[config.mk]
export PLATFORM = sky130hd
export DESIGN_NAME = mandelbrot_escape_count
export DESIGN_NICKNAME = d
export VERILOG_FILES = /design/src/hdl/mec_pkg.sv /design/src/hdl/mandelbrot_escape_count.sv /design/src/hdl/mec_mul.sv
export SDC_FILE = /design/constraint.sdc
export NUM_CORES = 2
export LEC_CHECK = 0
export BUFFER_PORTS_ARGS = -buffer_cell sky130_fd_sc_hd__buf_4
export CORE_MARGIN = 5
export CORE_UTILIZATION = 30
export DETAILED_ROUTE_END_ITERATION = 6
export GPL_ROUTABILITY_DRIVEN = 0
export GPL_TIMING_DRIVEN = 0
export HOLD_SLACK_MARGIN = 0.03
export PLACE_DENSITY = 0.5
export SYNTH_ARGS = -nofsm -noshare
export SYNTH_HDL_FRONTEND = slang
export SYNTH_SLANG_ARGS = --single-unit
[constraint.sdc]
create_clock -name clk -period 9.82 [get_ports clk]
set_input_delay 0.491 -clock clk [delete_from_list [all_inputs] [get_ports clk]]
set_output_delay 0.491 -clock clk [all_outputs]
set_load 0.02 [all_outputs]
[src/hdl/mec_pkg.sv]
`timescale 1ns / 1ps
// ----------------------------------------------------------------------------
// mec_pkg: shared types, constants and helpers
// Fixed-point formats, register indexes, reset values, sequencer states,
// saturation and coordinate clamping for the escape-time counter.
// ----------------------------------------------------------------------------
package mec_pkg;

  localparam int MAX_DIM   = 2048;
  localparam int COORD_W   = 11;
  localparam int Q_W       = 32;
  localparam int FRAC_BITS = 28;
  localparam int PROD_W    = 2 * Q_W;
  localparam int SQ_W      = PROD_W - 1 - FRAC_BITS;  // squares are never negative
  localparam int CNT_W     = 16;
  localparam int CFG_IDX_W = 3;

  typedef logic signed [Q_W-1:0]    q_t;
  typedef logic signed [PROD_W-1:0] prod_t;
  typedef logic [SQ_W-1:0]          sq_t;
  typedef logic [CNT_W-1:0]         cnt_t;
  typedef logic [COORD_W-1:0]       coord_t;
  typedef logic [CFG_IDX_W-1:0]     cfg_idx_t;

  localparam cfg_idx_t REG_FRAC_LEFT = 3'd0;
  localparam cfg_idx_t REG_FRAC_TOP  = 3'd1;
  localparam cfg_idx_t REG_X_STEP    = 3'd2;
  localparam cfg_idx_t REG_Y_STEP    = 3'd3;
  localparam cfg_idx_t REG_MAX_ITER  = 3'd4;

  localparam q_t   RST_FRAC_LEFT = -32'sd536870912;
  localparam q_t   RST_FRAC_TOP  = -32'sd268435456;
  localparam q_t   RST_X_STEP    = 32'sd262144;
  localparam q_t   RST_Y_STEP    = 32'sd262144;
  localparam cnt_t RST_MAX_ITER  = 16'd256;

  // 4.0 in the format of a sum of two shifted squares
  localparam logic [SQ_W:0] ESC_LIMIT = (SQ_W + 1)'(4) << FRAC_BITS;

  localparam prod_t Q_MAX = 64'sd2147483647;
  localparam prod_t Q_MIN = -64'sd2147483648;

  typedef enum logic [2:0] {
    S_IDLE,
    S_CR,
    S_CI,
    S_RR,
    S_II,
    S_RI,
    S_UPD,
    S_DONE
  } state_t;

  function automatic q_t sat_q(input prod_t v);
    if (v > Q_MAX) begin
      return q_t'(Q_MAX);
    end else if (v < Q_MIN) begin
      return q_t'(Q_MIN);
    end else begin
      return q_t'(v);
    end
  endfunction

  function automatic coord_t clamp_coord(input coord_t v);
    if (32'(v) > MAX_DIM - 1) begin
      return COORD_W'(MAX_DIM - 1);
    end else begin
      return v;
    end
  endfunction

endpackage

[src/hdl/mandelbrot_escape_count.sv]
// a new item is taken only in the idle state, after the previous result has been written to the result register
// each iteration forms zr*zr, zi*zi and zr*zi in turn on the one shared 32 x 32 multiplier
// reset (synchronous, active low) restores register defaults and empties the block
`timescale 1ns / 1ps
// ----------------------------------------------------------------------------
// mandelbrot_escape_count: fixed-point escape-time counter
// Maps a pixel to c in Q4.28, iterates z = z*z + c from zero and returns
// the number of steps before |z|^2 reaches 4 or the limit is hit.
// ----------------------------------------------------------------------------
module mandelbrot_escape_count (
  input  logic                  clk,
  input  logic                  rst_n,
  input  logic                  in_valid,
  output logic                  in_stall,
  input  mec_pkg::coord_t       in_column,
  input  mec_pkg::coord_t       in_row,
  output logic                  out_valid,
  input  logic                  out_stall,
  output mec_pkg::cnt_t         out_iteration_count,
  input  logic                  cfg_wr_en,
  input  mec_pkg::cfg_idx_t     cfg_index,
  input  logic [31:0]           cfg_data
);
  import mec_pkg::*;

  state_t state_r, state_nxt;
  q_t     frac_left_r, frac_top_r, x_step_r, y_step_r;
  cnt_t   max_iter_r;
  coord_t row_r, row_nxt;
  q_t     cr_r, cr_nxt, ci_r, ci_nxt;
  q_t     zr_r, zr_nxt, zi_r, zi_nxt;
  sq_t    sr_r, sr_nxt, si_r, si_nxt;
  cnt_t   n_r, n_nxt;
  logic   out_valid_r, out_valid_nxt;
  cnt_t   out_count_r, out_count_nxt;

  q_t     mul_a, mul_b;
  prod_t  prod_r;
  sq_t    sq_cur;
  logic   escaped;
  prod_t  nr_wide, ni_wide, c_wide_r, c_wide_i;

  mec_mul u_mul (
    .clk    (clk),
    .op_a   (mul_a),
    .op_b   (mul_b),
    .prod_r (prod_r)
  );

  assign in_stall            = (state_r != S_IDLE);
  assign out_valid           = out_valid_r;
  assign out_iteration_count = out_count_r;

  // squares are non-negative, so the dropped sign bit is always zero
  assign sq_cur  = prod_r[PROD_W-2:FRAC_BITS];
  assign escaped = ({1'b0, sr_r} + {1'b0, sq_cur} >= ESC_LIMIT) || (n_r >= max_iter_r);

  assign c_wide_r = prod_r + prod_t'(frac_left_r);
  assign c_wide_i = prod_r + prod_t'(frac_top_r);
  assign nr_wide  = $signed({{(PROD_W-SQ_W){1'b0}}, sr_r})
                  - $signed({{(PROD_W-SQ_W){1'b0}}, si_r}) + prod_t'(cr_r);
  // floor of twice the cross product shifted by the fraction width
  assign ni_wide  = (prod_r >>> (FRAC_BITS - 1)) + prod_t'(ci_r);

  always_comb begin
    state_nxt     = state_r;
    row_nxt       = row_r;
    cr_nxt        = cr_r;
    ci_nxt        = ci_r;
    zr_nxt        = zr_r;
    zi_nxt        = zi_r;
    sr_nxt        = sr_r;
    si_nxt        = si_r;
    n_nxt         = n_r;
    out_valid_nxt = out_valid_r && out_stall;
    out_count_nxt = out_count_r;
    mul_a         = zr_r;
    mul_b         = zr_r;
    case (state_r)
      S_IDLE: begin
        mul_a = $signed({{(Q_W-COORD_W){1'b0}}, clamp_coord(in_column)});
        mul_b = x_step_r;
        if (in_valid) begin
          row_nxt   = clamp_coord(in_row);
          state_nxt = S_CR;
        end
      end
      S_CR: begin
        cr_nxt    = sat_q(c_wide_r);
        mul_a     = $signed({{(Q_W-COORD_W){1'b0}}, row_r});
        mul_b     = y_step_r;
        state_nxt = S_CI;
      end
      S_CI: begin
        ci_nxt    = sat_q(c_wide_i);
        zr_nxt    = '0;
        zi_nxt    = '0;
        n_nxt     = '0;
        state_nxt = S_RR;
      end
      S_RR: begin
        state_nxt = S_II;
      end
      S_II: begin
        sr_nxt    = sq_cur;
        mul_a     = zi_r;
        mul_b     = zi_r;
        state_nxt = S_RI;
      end
      S_RI: begin
        si_nxt = sq_cur;
        mul_a  = zr_r;
        mul_b  = zi_r;
        if (escaped) begin
          state_nxt = S_DONE;
        end else begin
          state_nxt = S_UPD;
        end
      end
      S_UPD: begin
        zr_nxt    = sat_q(nr_wide);
        zi_nxt    = sat_q(ni_wide);
        n_nxt     = n_r + cnt_t'(1);
        state_nxt = S_RR;
      end
      S_DONE: begin
        // wait for the result register to drain
        if (!out_valid_r || !out_stall) begin
          out_valid_nxt = 1'b1;
          out_count_nxt = n_r;
          state_nxt     = S_IDLE;
        end
      end
      default: begin
        state_nxt = S_IDLE;
      end
    endcase
  end

  always_ff @(posedge clk) begin
    if (!rst_n) begin
      state_r     <= S_IDLE;
      out_valid_r <= 1'b0;
      frac_left_r <= RST_FRAC_LEFT;
      frac_top_r  <= RST_FRAC_TOP;
      x_step_r    <= RST_X_STEP;
      y_step_r    <= RST_Y_STEP;
      max_iter_r  <= RST_MAX_ITER;
    end else begin
      state_r     <= state_nxt;
      out_valid_r <= out_valid_nxt;
      if (cfg_wr_en) begin
        case (cfg_index)
          REG_FRAC_LEFT: frac_left_r <= q_t'(cfg_data);
          REG_FRAC_TOP:  frac_top_r  <= q_t'(cfg_data);
          REG_X_STEP:    x_step_r    <= q_t'(cfg_data);
          REG_Y_STEP:    y_step_r    <= q_t'(cfg_data);
          REG_MAX_ITER:  max_iter_r  <= cfg_data[CNT_W-1:0];
          default: begin
          end
        endcase
      end
    end
  end

  always_ff @(posedge clk) begin
    row_r       <= row_nxt;
    cr_r        <= cr_nxt;
    ci_r        <= ci_nxt;
    zr_r        <= zr_nxt;
    zi_r        <= zi_nxt;
    sr_r        <= sr_nxt;
    si_r        <= si_nxt;
    n_r         <= n_nxt;
    out_count_r <= out_count_nxt;
  end

`ifndef SYNTHESIS
  a_count_limit: assert property (@(posedge clk) disable iff (!rst_n)
    out_valid_r |-> out_count_r <= max_iter_r)
    else $error("result count above iteration limit");

  a_iter_bound: assert property (@(posedge clk) disable iff (!rst_n)
    (state_r == S_RR || state_r == S_II || state_r == S_RI || state_r == S_UPD)
      |-> n_r <= max_iter_r)
    else $error("iteration counter ran past limit");

  a_accept_start: assert property (@(posedge clk) disable iff (!rst_n)
    (in_valid && !in_stall) |=> state_r == S_CR)
    else $error("accepted item did not start the sequence");

  a_result_source: assert property (@(posedge clk) disable iff (!rst_n)
    $rose(out_valid_r) |-> $past(state_r == S_DONE))
    else $error("result appeared without finishing an item");
`endif

endmodule

[src/hdl/mec_mul.sv]
`timescale 1ns / 1ps
// ----------------------------------------------------------------------------
// mec_mul: shared signed multiplier
// One 32 x 32 signed multiply per cycle, product registered.
// ----------------------------------------------------------------------------
module mec_mul (
  input  logic           clk,
  input  mec_pkg::q_t    op_a,
  input  mec_pkg::q_t    op_b,
  output mec_pkg::prod_t prod_r
);
  import mec_pkg::*;

  always_ff @(posedge clk) begin
    prod_r <= prod_t'(op_a) * prod_t'(op_b);
  end

endmodule
==> flow_metrics.env <==
export IMPL_async_reset_ff_share_pct=0
export IMPL_die_w_um=484
export IMPL_die_area_um2=234000
export IMPL_place_ws_ns=-3.23
export IMPL_powerDensity_nw_per_um2=263
export IMPL_ant_nets=0
export IMPL_stdcell_area_um2=77500
export IMPL_comb_power_share_pct=74.1
export IMPL_wl_um=276000
export IMPL_portBuffers=78
export IMPL_period_needed_ns=9.93
export IMPL_cp_start_kind="flip-flop"
export IMPL_coreArea_um2=223000
export IMPL_setup_ws_ns=-0.112
export IMPL_r2r_start="state_r[0]"
export IMPL_status="finished with violations"
export IMPL_drive_gt1_share_pct=9.92
export IMPL_slowest_delay_ns=0.62
export IMPL_grt_use_total_pct=22.9
export IMPL_final_cell_mix="inv_1 (1,094), fa_1 (1,068), nand2_1 (972), nor2_1 (701), ha_1 (459)"
export IMPL_crit_type="reg2reg"
export IMPL_grt_max_degree=35
export IMPL_synth_top_area_cell="fa_1"
export IMPL_synth_ff_type="edfxtp_1"
export IMPL_cts_sinks=453
export IMPL_report_final_slew_viol_count=0
export IMPL_r2r_end="u_mul.prod_r[60]"
export IMPL_crit_top_cell="fa_1"
export IMPL_setup_violations=3
export IMPL_clock_path_buffers=3
export IMPL_violations="max-capacitance violations, negative setup slack"
export IMPL_ios=80
export IMPL_drc=0
export IMPL_dp_hpwl_um=227000
export IMPL_ys_seq_elements=453
export IMPL_fill_cells=22900
export IMPL_syn2layout_area_growth_pct=15.1
export IMPL_synth_distinct_cells=91
export IMPL_power_share_clock_pct=10.5
export IMPL_min_path_type="in2reg"
export IMPL_cts_root_buf="clkbuf_16"
export IMPL_seqPwrFrac_pct=15.4
export IMPL_via_count=57100
export IMPL_r2r_slack_ns=-0.11
export IMPL_wl_per_cell_um=25.6
export IMPL_seq_area_um2=11500
export IMPL_endpoint="u_mul.prod_r[60]"
export IMPL_end_kind="flip-flop"
export IMPL_ys_top_cells_by_area="fa_1 (32%), edfxtp_1 (11%), ha_1 (8.7%), dfxtp_1 (6.3%), inv_1 (6.1%)"
export IMPL_grt_pass1_vias=57400
export IMPL_dieHeight_um=484
export IMPL_cts_tree="built"
export IMPL_syn_area_um2=67300
export IMPL_gr_total_overflow=0
export IMPL_synth_edff_count=241
export IMPL_path_clk_slew_ns=0.07
export IMPL_tightest_slew_ns=1.47
export IMPL_vias_per_cell=5.30
export IMPL_ir_worst_vdd_mv=0.274
export IMPL_reg2reg_depth=34
export IMPL_start_util_pct=30.2
export IMPL_cap_violations=1
export IMPL_cts_made_buffers=52
export IMPL_p_int_mw=9.06
export IMPL_power_switching_mw=11.3
export IMPL_layout_commonest_cell="inv_1"
export IMPL_worstPathRequired_ns=10.34
export IMPL_crit_fanout=6
export IMPL_finalHoldViolations=0
export IMPL_fin_skew_ns=0.0672
export IMPL_multi_input_area_um2=51700
export IMPL_place_area_um2=72200
export IMPL_yosysTopAreaCellShare_pct=32.4
export IMPL_cts_htree_levels=2
export IMPL_syn_num_nets=9114
export IMPL_crit_start="state_r[0]"
export IMPL_worstSkewPairLatency_ns=0.66
export IMPL_rows=173
export IMPL_p_sw_share_pct=55.5
export IMPL_grt_setup_unrepaired="true"
export IMPL_grt_pass1_wl_um=397000
export IMPL_fin_crit_sh_pct=101
export IMPL_antenna_found_initial=25
export IMPL_postSynthCellCount=7494
export IMPL_syn_area_per_cell_um2=8.98
export IMPL_relSlewSlack_pct=1.13
export IMPL_synth_warnings=0
export IMPL_fmax_mhz=101
export IMPL_yosysSeqAreaShare_pct=17.1
export IMPL_arrival_ns=10.45
export IMPL_drtIter0Drc=5716
export IMPL_crit_slowest_cell="fa_2"
export IMPL_nNetsFinal=9362
export IMPL_p_leak_nw=34.5
export IMPL_dr_pass1_iters=6
Yosys cell counts (all sizes together) (24+ instances only):
cell type,number
o21a,45
a22oi,24
xor2,109
a22o,43
nand3b,33
inv,1098
clkbuf,316
xnor2,181
nand2b,83
nand2,982
fa,1088
dfxtp,212
a211oi,37
nand3,90
a21boi,150
edfxtp,241
o21ai,194
a21oi,367
or2,25
and3,43
and2,49
mux2i,36
a21o,213
nand4,63
nand4b,29
nor3,55
nor2b,72
ha,470
o21bai,42
buf,32
nor2,712
o211ai,88
a31oi,37
worst max-delay path, delay by kind of cell (launching register included):
family | cells | cell delay (ns)
xor+xnor | 1 | 0.14
flops | 1 | 0.46
simple gates | 2 | 0.22
mux | 1 | 0.29
compound gates | 14 | 3.41
buf+inv | 7 | 0.99
fa+ha+maj | 9 | 4.26
cell families (layout without fill, tap and decap cells):
family / count (synthesis) / in the layout / share of synthesized area (%)
xor gates and xnor gates: 290 / 290 / 3.77
muxes: 37 / 37 / 0.552
adders and majority gates: 1558 / 1558 / 41.1
DFF: 453 / 453 / 17.1
AOI/OAI and AO/OA: 1398 / 1398 / 14.1
other: 0 / 12 / 0
buffers and inverters: 1447 / 1738 / 8.14
and+or+nand+nor: 2311 / 2311 / 15.3
registers in the layout, summed over array words and instances (netlist names):
register,count
state_r,3
x_step_r,32
zi_r,32
si_r,35
row_r,11
frac_top_r,32
n_r,16
out_iteration_count,16
zr_r,32
frac_left_r,32
ci_r,32
max_iter_r,16
sr_r,35
out_valid,1
y_step_r,32
cr_r,32
u_mul.prod_r,64
power by group through the flow:
stage | Combinational (mW) | Clock (mW) | Sequential (mW)
CTS | 14.4 | 2.17 | 3.14
finish | 15.1 | 2.13 | 3.15
floorplan | 8.92 | 0 | 2.66
global route | 16.1 | 2.25 | 3.13
detailed placement | 13.8 | 0 | 3.16
global placement | 13.8 | 0 | 3.17
worst min path at each step:
stage	from	to	depth (start not counted)
5_1_grt	cfg_data[1]	max_iter_r[1]	3
4_1_cts	cfg_data[1]	max_iter_r[1]	3
2_1_floorplan	x_step_r[18]	x_step_r[18]	2
6_report	cfg_data[1]	max_iter_r[1]	3
3_3_place_gp	y_step_r[31]	y_step_r[31]	2
3_5_place_dp	y_step_r[14]	y_step_r[14]	2
repair_timing:
item,CTS,global route
gates cloned,1,1
pin swaps,31,37
endpoints found under the hold margin,11,0
hold buffers,11,0
endpoints found under the setup margin,50,13
resized for setup,634,175
setup buffers,58,41
routing by layer:
metal / vias up / wire length [µm] / global-route usage [%]
met5: - / 69 / 0
met4: 12 / 16600 / 11.3
met3: 668 / 25000 / 4.68
met2: 2691 / 122000 / 35.9
met1: 28800 / 112000 / 30.3
li1: 24900 / - / -
final cells by class:
class	instances	area share [%]
multi-input cells	5594	66.7
flip-flops and latches	453	14.8
inverters	1099	5.34
well taps	2975	4.80
plain buffers	327	3.32
repair buffers	215	2.48
clock buffers	59	1.78
clock inverters	38	0.664
diodes	12	0.0388
stage by stage:
stage | hold WS [ns] | util, % | TNS, ns | power, mW | instances
after CTS | 0.120 | 34.4 | -0.0401 | 19.7 | 10700
after floorplan | 0.433 | - | 0 | 11.6 | 7494
after global placement | 0.451 | 32.2 | -143.76 | 17.0 | 10500
after detailed placement | 0.458 | 32.4 | -85.77 | 17.0 | 10600
final | 0.159 | 34.8 | -0.199 | 20.4 | 10800
after global routing | 0.128 | 34.8 | -0.780 | 21.5 | 10800
Power figures use the tool's default switching activity.
